### src/hdl/cmsr_pkg.sv
// ----------------------------------------------------------------------------
// cmsr_pkg
// Shared widths, defaults and helpers for the corner-min square rotation block.
// ----------------------------------------------------------------------------
package cmsr_pkg;

  // Payload and configuration widths
  localparam int unsigned DATA_W      = 32;
  localparam int unsigned DIM_W       = 4;

  // Default largest side length and reset value of the dimension register
  localparam int unsigned MAX_DIM_DEF = 8;
  localparam logic [DIM_W-1:0] DIM_RESET = DIM_W'(8);

  // Clamp the programmed dimension into 1..max_dim
  function automatic logic [DIM_W-1:0] side_len(logic [DIM_W-1:0] dim,
                                               int unsigned max_dim);
    logic [DIM_W-1:0] n;
    n = dim;
    if (n == '0) begin
      n = DIM_W'(1);
    end
    if (n > DIM_W'(max_dim)) begin
      n = DIM_W'(max_dim);
    end
    return n;
  endfunction

endpackage

### src/hdl/corner_min_square_rotation.sv
// ----------------------------------------------------------------------------
// corner_min_square_rotation
// Loads an n-by-n matrix, rotates it so the smallest corner lands top-left,
// and streams the rotated matrix out in row-major order.
// ----------------------------------------------------------------------------
//   Channel  Direction  Handshake              Payload
//   cfg      in         cfg_valid_i/ready_o    cfg_dimension_i (side length)
//   in       in         in_valid_i/ready_o     element_value_i
//   out      out        out_valid_o/ready_i    out_value_o, row_end_o, last_o
//
// Loading takes one beat per cycle; each element is written to the store.
// After the completing beat, input ready stays low while the four corners
// are scanned through the registered store read port and the n*n reads
// follow, one per cycle while the output does not stall. Read data still held
// from the previous matrix delays the corner scan until it moves to the output.
// Output beats leave at one per cycle while out_ready_i stays high; a stall
// holds the read stage and the output register and pauses further reads.
// The store has no reset and no clearing pass; reset clears only control.
// ----------------------------------------------------------------------------
module corner_min_square_rotation #(
  parameter int unsigned MAX_DIM = cmsr_pkg::MAX_DIM_DEF
) (
  input  logic                        clk_i,
  input  logic                        rst_ni,
  // configuration
  input  logic                        cfg_valid_i,
  output logic                        cfg_ready_o,
  input  logic [cmsr_pkg::DIM_W-1:0]  cfg_dimension_i,
  // input elements
  input  logic                        in_valid_i,
  output logic                        in_ready_o,
  input  logic [cmsr_pkg::DATA_W-1:0] element_value_i,
  // rotated output
  output logic                        out_valid_o,
  input  logic                        out_ready_i,
  output logic [cmsr_pkg::DATA_W-1:0] out_value_o,
  output logic                        row_end_o,
  output logic                        last_o
);

  localparam int unsigned DEPTH = MAX_DIM * MAX_DIM;
  localparam int unsigned AW    = (DEPTH > 1) ? $clog2(DEPTH) : 1;

  logic [cmsr_pkg::DIM_W-1:0]  dimension_q;
  logic                        mem_we, mem_re;
  logic [AW-1:0]               mem_waddr, mem_raddr;
  logic [cmsr_pkg::DATA_W-1:0] mem_wdata, mem_rdata;

  // Dimension register, written whenever a config beat arrives
  assign cfg_ready_o = 1'b1;

  always_ff @(posedge clk_i or negedge rst_ni) begin
    if (!rst_ni) begin
      dimension_q <= cmsr_pkg::DIM_RESET;
    end else if (cfg_valid_i && cfg_ready_o) begin
      dimension_q <= cfg_dimension_i;
    end
  end

  cmsr_ctrl #(
    .MAX_DIM (MAX_DIM),
    .AW      (AW)
  ) u_ctrl (
    .clk_i           (clk_i),
    .rst_ni          (rst_ni),
    .dimension_i     (dimension_q),
    .in_valid_i      (in_valid_i),
    .in_ready_o      (in_ready_o),
    .element_value_i (element_value_i),
    .mem_we_o        (mem_we),
    .mem_waddr_o     (mem_waddr),
    .mem_wdata_o     (mem_wdata),
    .mem_re_o        (mem_re),
    .mem_raddr_o     (mem_raddr),
    .mem_rdata_i     (mem_rdata),
    .out_valid_o     (out_valid_o),
    .out_ready_i     (out_ready_i),
    .out_value_o     (out_value_o),
    .row_end_o       (row_end_o),
    .last_o          (last_o)
  );

  cmsr_store #(
    .DEPTH (DEPTH),
    .AW    (AW),
    .DW    (cmsr_pkg::DATA_W)
  ) u_store (
    .clk_i   (clk_i),
    .we_i    (mem_we),
    .waddr_i (mem_waddr),
    .wdata_i (mem_wdata),
    .re_i    (mem_re),
    .raddr_i (mem_raddr),
    .rdata_o (mem_rdata)
  );

endmodule

### src/hdl/cmsr_store.sv
// ----------------------------------------------------------------------------
// cmsr_store
// Matrix store: one write port, one read port, registered read data.
// ----------------------------------------------------------------------------
module cmsr_store #(
  parameter int unsigned DEPTH = 64,
  parameter int unsigned AW    = 6,
  parameter int unsigned DW    = 32
) (
  input  logic          clk_i,
  input  logic          we_i,
  input  logic [AW-1:0] waddr_i,
  input  logic [DW-1:0] wdata_i,
  input  logic          re_i,
  input  logic [AW-1:0] raddr_i,
  output logic [DW-1:0] rdata_o
);

  logic [DW-1:0] mem_q [DEPTH];
  logic [DW-1:0] rdata_q;

  // Write on request; hold read data unless a read is issued
  always_ff @(posedge clk_i) begin
    if (we_i) begin
      mem_q[waddr_i] <= wdata_i;
    end
    if (re_i) begin
      rdata_q <= mem_q[raddr_i];
    end
  end

  assign rdata_o = rdata_q;

endmodule

### src/hdl/cmsr_ctrl.sv
// ----------------------------------------------------------------------------
// cmsr_ctrl
// Load counter, corner scan, rotation address generation and output stages.
// ----------------------------------------------------------------------------
module cmsr_ctrl #(
  parameter int unsigned MAX_DIM = cmsr_pkg::MAX_DIM_DEF,
  parameter int unsigned AW      = 6
) (
  input  logic                        clk_i,
  input  logic                        rst_ni,
  input  logic [cmsr_pkg::DIM_W-1:0]  dimension_i,
  // input channel
  input  logic                        in_valid_i,
  output logic                        in_ready_o,
  input  logic [cmsr_pkg::DATA_W-1:0] element_value_i,
  // store ports
  output logic                        mem_we_o,
  output logic [AW-1:0]               mem_waddr_o,
  output logic [cmsr_pkg::DATA_W-1:0] mem_wdata_o,
  output logic                        mem_re_o,
  output logic [AW-1:0]               mem_raddr_o,
  input  logic [cmsr_pkg::DATA_W-1:0] mem_rdata_i,
  // output channel
  output logic                        out_valid_o,
  input  logic                        out_ready_i,
  output logic [cmsr_pkg::DATA_W-1:0] out_value_o,
  output logic                        row_end_o,
  output logic                        last_o
);

  localparam int unsigned DEPTH = MAX_DIM * MAX_DIM;
  localparam int unsigned NW    = $clog2(MAX_DIM + 1);
  localparam int unsigned IW    = (MAX_DIM > 1) ? $clog2(MAX_DIM) : 1;
  localparam int unsigned CW    = $clog2(DEPTH + 1);
  localparam logic [2:0]  CK_LAST = 3'd4;

  typedef enum logic [2:0] {
    ST_LOAD   = 3'b001,
    ST_CORNER = 3'b010,
    ST_EMIT   = 3'b100
  } state_e;

  typedef enum logic [1:0] {
    ROT_NONE,
    ROT_90,
    ROT_180,
    ROT_270
  } rot_e;

  state_e                      state_q, state_d;
  logic [AW-1:0]               cnt_q, cnt_d;
  logic [NW-1:0]               n_q, n_d;
  logic [2:0]                  ck_q, ck_d;
  logic [cmsr_pkg::DATA_W-1:0] lo_q, lo_d;
  rot_e                        rot_q, rot_d;
  logic [IW-1:0]               r_q, r_d, c_q, c_d;
  logic                        s1_vld_q, s1_vld_d;
  logic                        s1_row_end_q, s1_row_end_d;
  logic                        s1_last_q, s1_last_d;
  logic                        out_vld_q, out_vld_d;
  logic [cmsr_pkg::DATA_W-1:0] out_data_q, out_data_d;
  logic                        out_row_end_q, out_row_end_d;
  logic                        out_last_q, out_last_d;

  logic [NW-1:0] n_cur;
  logic [CW-1:0] total, cnt_p1;
  logic [IW-1:0] m;
  logic          in_acc, load_done;
  logic          s1_adv, emit_issue, corner_step, corner_issue;
  logic [IW-1:0] ra, ca;
  logic [CW-1:0] raddr_full;
  logic          at_row_end, at_last;

  // Side length and element count for the load in progress
  assign n_cur     = NW'(cmsr_pkg::side_len(dimension_i, MAX_DIM));
  assign total     = CW'(n_cur) * CW'(n_cur);
  assign cnt_p1    = CW'(cnt_q) + CW'(1);
  assign m         = IW'(n_q - NW'(1));

  assign in_ready_o = (state_q == ST_LOAD);
  assign in_acc     = in_valid_i && in_ready_o;
  assign load_done  = in_acc && (cnt_p1 >= total);

  // Store write port follows the load counter
  assign mem_we_o    = in_acc;
  assign mem_waddr_o = cnt_q;
  assign mem_wdata_o = element_value_i;

  // Read issue: stage one moves on when the output register frees up
  assign s1_adv       = s1_vld_q && (!out_vld_q || out_ready_i);
  assign emit_issue   = (state_q == ST_EMIT) && (!s1_vld_q || s1_adv);
  assign corner_step  = (state_q == ST_CORNER) && !s1_vld_q;
  assign corner_issue = corner_step && (ck_q != CK_LAST);
  assign mem_re_o     = corner_issue || emit_issue;

  assign at_row_end = (c_q == m);
  assign at_last    = (r_q == m) && at_row_end;

  // Pick the stored row and column to read
  always_comb begin
    ra = '0;
    ca = '0;
    if (state_q == ST_CORNER) begin
      // scan order: top-left, bottom-right, bottom-left, top-right
      case (ck_q)
        3'd1: begin
          ra = m;
          ca = m;
        end
        3'd2: begin
          ra = m;
        end
        3'd3: begin
          ca = m;
        end
        default: begin
          ra = '0;
          ca = '0;
        end
      endcase
    end else begin
      case (rot_q)
        ROT_270: begin
          ra = c_q;
          ca = m - r_q;
        end
        ROT_90: begin
          ra = m - c_q;
          ca = r_q;
        end
        ROT_180: begin
          ra = m - r_q;
          ca = m - c_q;
        end
        default: begin
          ra = r_q;
          ca = c_q;
        end
      endcase
    end
  end

  assign raddr_full  = CW'(ra) * CW'(n_q) + CW'(ca);
  assign mem_raddr_o = AW'(raddr_full);

  // Sequencer: load, scan corners, emit
  always_comb begin
    state_d = state_q;
    cnt_d   = cnt_q;
    n_d     = n_q;
    ck_d    = ck_q;
    lo_d    = lo_q;
    rot_d   = rot_q;
    r_d     = r_q;
    c_d     = c_q;
    case (state_q)
      ST_LOAD: begin
        if (in_acc) begin
          if (load_done) begin
            cnt_d   = '0;
            n_d     = n_cur;
            ck_d    = '0;
            state_d = ST_CORNER;
          end else begin
            cnt_d = AW'(cnt_p1);
          end
        end
      end
      ST_CORNER: begin
        if (corner_step) begin
          // later corners win ties, giving top-right the highest priority
          case (ck_q)
            3'd1: begin
              lo_d  = mem_rdata_i;
              rot_d = ROT_NONE;
            end
            3'd2: begin
              if (mem_rdata_i <= lo_q) begin
                lo_d  = mem_rdata_i;
                rot_d = ROT_180;
              end
            end
            3'd3: begin
              if (mem_rdata_i <= lo_q) begin
                lo_d  = mem_rdata_i;
                rot_d = ROT_90;
              end
            end
            3'd4: begin
              if (mem_rdata_i <= lo_q) begin
                lo_d  = mem_rdata_i;
                rot_d = ROT_270;
              end
            end
            default: begin
              lo_d = lo_q;
            end
          endcase
          if (ck_q == CK_LAST) begin
            r_d     = '0;
            c_d     = '0;
            state_d = ST_EMIT;
          end else begin
            ck_d = ck_q + 3'd1;
          end
        end
      end
      ST_EMIT: begin
        if (emit_issue) begin
          if (at_row_end) begin
            c_d = '0;
            r_d = r_q + IW'(1);
          end else begin
            c_d = c_q + IW'(1);
          end
          if (at_last) begin
            state_d = ST_LOAD;
          end
        end
      end
      default: begin
        state_d = ST_LOAD;
      end
    endcase
  end

  // Stage one (store read data) and output register
  always_comb begin
    s1_vld_d      = s1_vld_q;
    s1_row_end_d  = s1_row_end_q;
    s1_last_d     = s1_last_q;
    out_vld_d     = out_vld_q;
    out_data_d    = out_data_q;
    out_row_end_d = out_row_end_q;
    out_last_d    = out_last_q;
    if (emit_issue) begin
      s1_vld_d     = 1'b1;
      s1_row_end_d = at_row_end;
      s1_last_d    = at_last;
    end else if (s1_adv) begin
      s1_vld_d = 1'b0;
    end
    if (s1_adv) begin
      out_vld_d     = 1'b1;
      out_data_d    = mem_rdata_i;
      out_row_end_d = s1_row_end_q;
      out_last_d    = s1_last_q;
    end else if (out_ready_i) begin
      out_vld_d = 1'b0;
    end
  end

  // Control registers
  always_ff @(posedge clk_i or negedge rst_ni) begin
    if (!rst_ni) begin
      state_q   <= ST_LOAD;
      cnt_q     <= '0;
      ck_q      <= '0;
      r_q       <= '0;
      c_q       <= '0;
      s1_vld_q  <= 1'b0;
      out_vld_q <= 1'b0;
    end else begin
      state_q   <= state_d;
      cnt_q     <= cnt_d;
      ck_q      <= ck_d;
      r_q       <= r_d;
      c_q       <= c_d;
      s1_vld_q  <= s1_vld_d;
      out_vld_q <= out_vld_d;
    end
  end

  // Payload registers
  always_ff @(posedge clk_i) begin
    n_q           <= n_d;
    lo_q          <= lo_d;
    rot_q         <= rot_d;
    s1_row_end_q  <= s1_row_end_d;
    s1_last_q     <= s1_last_d;
    out_data_q    <= out_data_d;
    out_row_end_q <= out_row_end_d;
    out_last_q    <= out_last_d;
  end

  assign out_valid_o = out_vld_q;
  assign out_value_o = out_data_q;
  assign row_end_o   = out_row_end_q;
  assign last_o      = out_last_q;

`ifndef NO_ASSERTIONS
  // A completing beat restarts the counter and enters the corner scan
  assert property (@(posedge clk_i) disable iff (!rst_ni)
    load_done |=> (state_q == ST_CORNER) && (cnt_q == '0))
    else $error("load completion did not start corner scan");

  // Corner reads must not overwrite undelivered read data
  assert property (@(posedge clk_i) disable iff (!rst_ni)
    ((state_q == ST_CORNER) && mem_re_o) |-> !s1_vld_q)
    else $error("corner read clobbered pending read data");

  // The final element always closes a row
  assert property (@(posedge clk_i) disable iff (!rst_ni)
    (out_vld_q && out_last_q) |-> out_row_end_q)
    else $error("last beat without row end");

  // Read data moved forward is shown on the output next cycle
  assert property (@(posedge clk_i) disable iff (!rst_ni)
    s1_adv |=> out_vld_q)
    else $error("advanced read data lost");
`endif

endmodule
### config.mk
export PLATFORM = sky130hd
export DESIGN_NAME = corner_min_square_rotation
export DESIGN_NICKNAME = d
export VERILOG_FILES = /design/src/hdl/cmsr_pkg.sv /design/src/hdl/corner_min_square_rotation.sv /design/src/hdl/cmsr_store.sv /design/src/hdl/cmsr_ctrl.sv
export SDC_FILE = /design/constraint.sdc
export NUM_CORES = 2
export LEC_CHECK = 0
export BUFFER_PORTS_ARGS = -buffer_cell sky130_fd_sc_hd__buf_2
export CAP_MARGIN = 15
export CORE_AREA = 2 2 395 397
export CTS_BUF_LIST = sky130_fd_sc_hd__clkbuf_8 sky130_fd_sc_hd__clkbuf_16
export CTS_CLUSTER_SIZE = 20
export DETAILED_ROUTE_END_ITERATION = 8
export DIE_AREA = 0 0 397 399
export GPL_TIMING_DRIVEN = 1
export PLACE_DENSITY = 0.66
export SKIP_LAST_GASP = 1
export SLEW_MARGIN = 25
export SYNTH_ARGS = -nofsm -noshare
export SYNTH_HDL_FRONTEND = slang
export SYNTH_SLANG_ARGS = --single-unit
export TNS_END_PERCENT = 20
### constraint.sdc
create_clock -name clk_i -period 13.6 [get_ports clk_i]
set_input_delay 0.68 -clock clk_i [delete_from_list [all_inputs] [get_ports clk_i]]
set_output_delay 0.68 -clock clk_i [all_outputs]
set_load 0.05 [all_outputs]
### Word level (Yosys, flattened, before mapping)

Memories as Yosys holds them, arrays and structs flattened. A register that Yosys moved wholly into a read port is not among the register bits.
Index checks and enable logic that the tools add are counted.

| storage, ports and cells | value |
|---|---|
| register bits after elaboration | 98 |
| bits in writable memories | 2048 |
| bits of input ports | 41 |
| output and inout bits | 37 |
| logic and storage cells | 126 |
| memories | 1 |

Memories:

| memory | depth | width | read ports | clocked after Yosys merged registers in | wr ports | RTL line | text |
|---|---|---|---|---|---|---|---|
| u_store.mem_q | 64 | 32 | 1 | 1 | 1 | cmsr_store.sv:19 | `logic [DW-1:0] mem_q [DEPTH];` |

| operators by class | value |
|---|---|
| $add $sub $neg | 8 |
| multipliers | 2 |
| $lt $le $gt $ge | 3 |
| equal/unequal tests | 25 |
| muxes and demuxes | 41 |
| reduce and logical (&&, ||, !) cells | 30 |

Operator list:

| kind | count |
|---|---|
| one-hot mux 32 bit (2 select lines) | 1 |
| 2-to-1 mux 3 bit | 20 |
| less-or-equal comparator 32 bit | 1 |
| 2-to-1 mux 32 bit | 1 |
| one-hot mux 3 bit (3 select lines) | 3 |
| one-hot mux 3 bit (2 select lines) | 3 |
| != test 2 x 1 -> 1 bit (second input constant) | 8 |
| AND reduction 6 bit | 2 |
| AND reduction 5 bit | 2 |
| nonzero test 2 bit | 5 |
| adder 3 x 1 -> 3 bit (second input constant) | 3 |
| equality test 3 x 2 -> 1 bit (second input constant) | 3 |
| 2-to-1 mux 4 bit | 2 |
| != test 2 bit (second input constant) | 4 |
| one-hot mux 2 bit (4 select lines) | 1 |
| AND reduction 4 bit | 2 |
| adder 6 x 1 -> 7 bit (second input constant) | 1 |
| >= comparator 7 bit | 1 |
| logical AND 1 bit | 7 |
| multiplier 4 x 4 -> 7 bit | 1 |
| adder 6 x 3 -> 6 bit | 1 |
| equality test 3 x 1 -> 1 bit (second input constant) | 2 |
| equality test 3 bit | 2 |
| equality test 3 bit (second input constant) | 2 |
| other kinds (18) | 31 |

### Logic depth before layout (Yosys ltp)

| depth | value |
|---|---|
| word-level depth | 10 |
| depth in mapped cells | 21 |
| gate-level depth less buffers | 19 |

### Modules after synthesis

From an unflattened synthesis, not the netlist that was laid out.

| unflattened totals | value |
|---|---|
| cell total of the unflattened synthesis | 3818 |
| area, all modules | 84624.9 um^2 |

By module, submodules not included:

| module | instances | cells each | area each (um^2) | sequential area each (um^2) |
|---|---|---|---|---|
| cmsr_store | 1 | 3324 | 78835.6 | 62459.9 |
| cmsr_ctrl | 1 | 484 | 5631.7 | 2723.9 |
| corner_min_square_rotation | 1 | 10 | 157.7 | 101.3 |

### Least setup slack after synthesis

No wires, ideal clock.

| timing path | value |
|---|---|
| path type | register to register |
| from | reg u_ctrl.n_q[0] |
| to | reg u_store.rdata_q[0] (netlist: u_store.rdata_o[0]), read port of u_store.mem_q (data pin) |
| setup time | 270 ps |
| data arrival time | 5391 ps |
| required time | 13330 ps |
| path slack | 7939 ps |
| stages on the path, launching flop included | 21 |
| path buffers | 3 |
| cell sequence | edfxtp_1 > inv_1 > ha_1 > fa_1 > xnor3_1 > or3_1 > nand3_1 > o211ai_1 > nand2_1 > nand2_1 > fa_1 > inv_1 > fa_1 > fa_1 > clkbuf_1 > clkbuf_1 > clkbuf_1 > mux4_2 > mux4_2 > mux2i_1 > mux2i_1 |

| between the ends | value |
|---|---|
| cells in the longest elaborated chain, start to end | 6 |

RTL lines:

| what | RTL line | text |
|---|---|---|
| start, declared | cmsr_ctrl.sv:52 | `logic [NW-1:0] n_q, n_d;` |
| start signal, assigned | cmsr_ctrl.sv:276 | `n_q <= n_d;` |
| subtractor 3 x 1 -> 3 bit | cmsr_ctrl.sv:78 | `assign m = IW'(n_q - NW'(1));` |
| subtractor 3 bit, on equally long branches | -- |  |
| one-hot mux 3 bit (3 select lines) | cmsr_ctrl.sv:122 | `case (rot_q)` |
| 2-to-1 mux 3 bit | cmsr_ctrl.sv:103 | `if (state_q == ST_CORNER) begin` |
| multiplier 3 x 4 -> 6 bit | cmsr_ctrl.sv:143 | `assign raddr_full = CW'(ra) * CW'(n_q) + CW'(ca);` |
| adder 6 x 3 -> 6 bit (*) | cmsr_ctrl.sv:143 |  |
| end, declared | cmsr_store.sv:20 | `logic [DW-1:0] rdata_q;` |

Every way passes the cells marked *; elsewhere a longest branch is shown, timed or not.
A chain may end at the register's enable or synchronous reset.

### Worst setup path after layout

| timing path | value |
|---|---|
| from | reg u_ctrl.n_q[0] |
| to | reg u_store.rdata_q[29] (netlist: u_store.rdata_o[29]), read port of u_store.mem_q (data pin) |

Same word-level chain as after synthesis.

==> flow_summary.ini <==
[clock_tree]
clk_latency_ps = 840
cts_num_sinks = 2178
cts_tree = yes
clk_pin_slew_ps = 60
post_cts_resized = 0
cts_made_buffers = 206
cts_root_buf = clkbuf_16
clockBufferDepth = 3
h-tree-depth = 4

[sta]
slew-limit-headroom = 0.223
finalCritPeriodShare = 0.591
hold_slack_ps = 116
rsz0062_at_grt = false
drv_slew = 0
max_freq_ghz = 0.124
fin_crit_ps = 8040
fin_worst_skew_ps = 22.9
final-setup-viol-count = 0
hold_viol = 0
final.setup.tns_ps = 0
worst_slew_pin_slew_ps = 1170

[worst_hold_path]
hp-class = input port to register
holdPathEnd = dimension_q[3]
min_from = cfg_valid_i
holdPathStages = 2

[run_status]
outcome = complete, no violations

[power]
power.leakage_uw = 0.0298
p_per_area_mw_per_mm2 = 200
irDropWorstVdd_v = 0.000340

[routing]
vias = 39300
drtIter0Drc = 5603
wl_per_cell_um = 33.7
wirelength_um = 200000
vias_per_cell = 6.61
drc = 0
firstDrtPassIters = 6
ant_nets = 0

[floorplanning]
core.rowCount = 144
io_pins = 78
die_w_um = 397
fp.dieH_um = 399
start_util = 0.549
core_area_mm2 = 0.154
die_area_mm2 = 0.158

[synthesis]
yosysSeqAreaShare = 0.774
syn_avg_cell_area_um2 = 24.0
synth_area_mm2 = 0.0843
synth-edff-count = 2154
async_flop_share = 0.0110
synth_seq_cells = 2178
ys.flop_type = edfxtp_1
syn_inst = 3516
synth.distinct_cells = 56
yosys_warnings = 0
syn_nets = 3626

[global_routing]
grt_pass1_wl_um = 285000
grt_max_degree = 162
antenna_found_initial = 6
track_usage = 0.256
gr-total-overflow = 0
grt_pass1_vias = 39900

[critical_path]
crit_required_ps = 14150
r2r_end = u_store.rdata_o[29]
slowest_delay_ps = 1470
endpoint_kind = register
r2r-start = u_ctrl.n_q[0]
crit_path_start_kind = register
cp_slowest_cell = fa_4
path_common_cell = fa_1
path_delay_family = adder cells
r2r_cells = 18
critical_path_class = register to register
cp_num_buf_inv = 3
crit_chain = inv_1, ha_1, fa_1, xnor3_1, or3_1, nand3_1, o211ai_1, nand2_1, nand2_1, fa_1, inv_1, fa_1, fa_4, buf_12, mux4_2, mux4_2, mux2i_1, mux2i_1
arrival_ps = 8590
crit_path_max_fanout = 161
r2r_setup_slack_ps = 5560

[run]
cap_violations = 0

[cells_and_area]
fin_area_mm2 = 0.0945
final_net_count = 3832
final.fill_count = 10200
drive_gt1_frac = 0.301
area_delta_synth_final_pct = 12.0

[placed_design]
gp_congestion = 0.809
dp_hpwl_um = 103000
placed_area_mm2 = 0.0878
port_buffers = 76
-- per-stage QoR --
step / worst slack (ps) / util / total power, µW / instances
after floorplan: 7940 / - / 11700 / 3516
after global placement: 5750 / 0.571 / 13300 / 5556
after detailed placement: 5630 / 0.571 / 13500 / 5556
after CTS: 5610 / 0.614 / 18900 / 5934
after global routing: 5270 / 0.615 / 19500 / 5937
final: 5560 / 0.615 / 18900 / 5940
-- layer usage --
metal  routed length, µm  part of all wire  track usage  up-vias
met4                5390             0.027       0.0742        2
met2               97800              0.49        0.410     2034
met5                  20           0.00010            0        -
met3               17200             0.086       0.0403      367
met1               79800              0.40        0.372    21400
li1                    -                 -            -    15500
-- cell usage after synthesis (all sizes together), types with 4 or more instances --
library cell  count  area share
nand4             8     0.00059
and2              7     0.00052
nand2b            7     0.00052
mux4            644        0.17
nor2             84      0.0038
edfxtp         2154        0.77
nand3b            5     0.00045
or3               4     0.00036
o21ai            29      0.0017
nand3            14     0.00083
fa                6      0.0014
nor3              6     0.00036
mux2i            98       0.012
a21oi            15     0.00089
ha               63      0.0093
or3b              5     0.00055
a21o             13      0.0012
clkbuf           95      0.0042
xnor2            11      0.0012
dfrtp            22      0.0065
nand2            41      0.0018
buf              73      0.0045
inv              54      0.0024
o22ai             6     0.00045
xor2              5     0.00052
nor2b             8     0.00059
o21a              4     0.00036
-- flip-flops by register name, summed over array words and instances (netlist names), 2 cells and up --
signal and flops:
u_ctrl.state_q 3, u_ctrl.lo_q 32, u_store.mem_q 2048, u_ctrl.n_q 4, dimension_q 4, u_ctrl.c_q 3
u_ctrl.mem_waddr_o 6, u_ctrl.ck_q 3, u_ctrl.out_value_o 32, u_ctrl.r_q 3, u_store.rdata_o 32, u_ctrl.rot_q 2
-- kinds of logic (layout without fill, tap and decap cells) --
group	after synthesis	count (layout)	share of synthesized area
AO/OA/AOI/OAI	83	83	0.00623
XOR/XNOR	18	18	0.00230
adder cells (fa/ha/maj)	69	69	0.0108
buffers and inverters	222	597	0.0111
flip-flops	2178	2178	0.774
multiplexers	745	745	0.184
other	2	7	0.0000891
AND/OR/NAND/NOR	199	199	0.0111
-- where the power goes --
| part | total [µW] | internal, µW | switching, µW |
|---|---|---|---|
| registers | 7680 | 7620 | 67.9 |
| clock network | 5520 | 3110 | 2410 |
| logic | 5660 | 2600 | 3060 |
| total | 18900 | 13300 | 5550 |
-- worst max-delay path by stage --
| stage | startpoint | endpoint | depth (start not counted) |
|---|---|---|---|
| floorplan | u_ctrl.n_q[0] | u_store.rdata_o[0] | 20 |
| global placement | u_ctrl.n_q[0] | u_store.rdata_o[15] | 18 |
| detailed placement | u_ctrl.n_q[0] | u_store.rdata_o[15] | 18 |
| CTS | u_ctrl.n_q[0] | u_store.rdata_o[15] | 18 |
| global route | u_ctrl.n_q[0] | u_store.rdata_o[15] | 18 |
| finish | u_ctrl.n_q[0] | u_store.rdata_o[29] | 18 |
-- layout by cell type (no fill, tap or decap), drive strengths merged, types with 29 or more instances in the layout --
cell / Yosys / layout
o21ai: 29 / 29
inv: 54 / 110
mux2i: 98 / 98
edfxtp: 2154 / 2154
clkbuf: 95 / 211
nor2: 84 / 84
clkinv: 0 / 87
ha: 63 / 63
nand2: 41 / 41
buf: 73 / 165
mux4: 644 / 644
-- cell type report --
cell class                 instances  area, µm²  share of cell area
antenna                            5       12.5            0.000132
clock buffer                     211       5280              0.0559
clock inverter                   166       1240              0.0131
inverter                          54        203             0.00215
multi-input combinational       1116      18700               0.198
sequential                      2178      65300               0.691
tap                             2044       2560              0.0271
timing repair buffer             166       1220              0.0130
-- repair_timing --
item,in CTS,in global routing
endpoints found under the hold margin,22,0
hold buffers,1,0
endpoints found under the setup margin,0,0
setup buffers,0,0
Power figures use the tool's default switching activity.
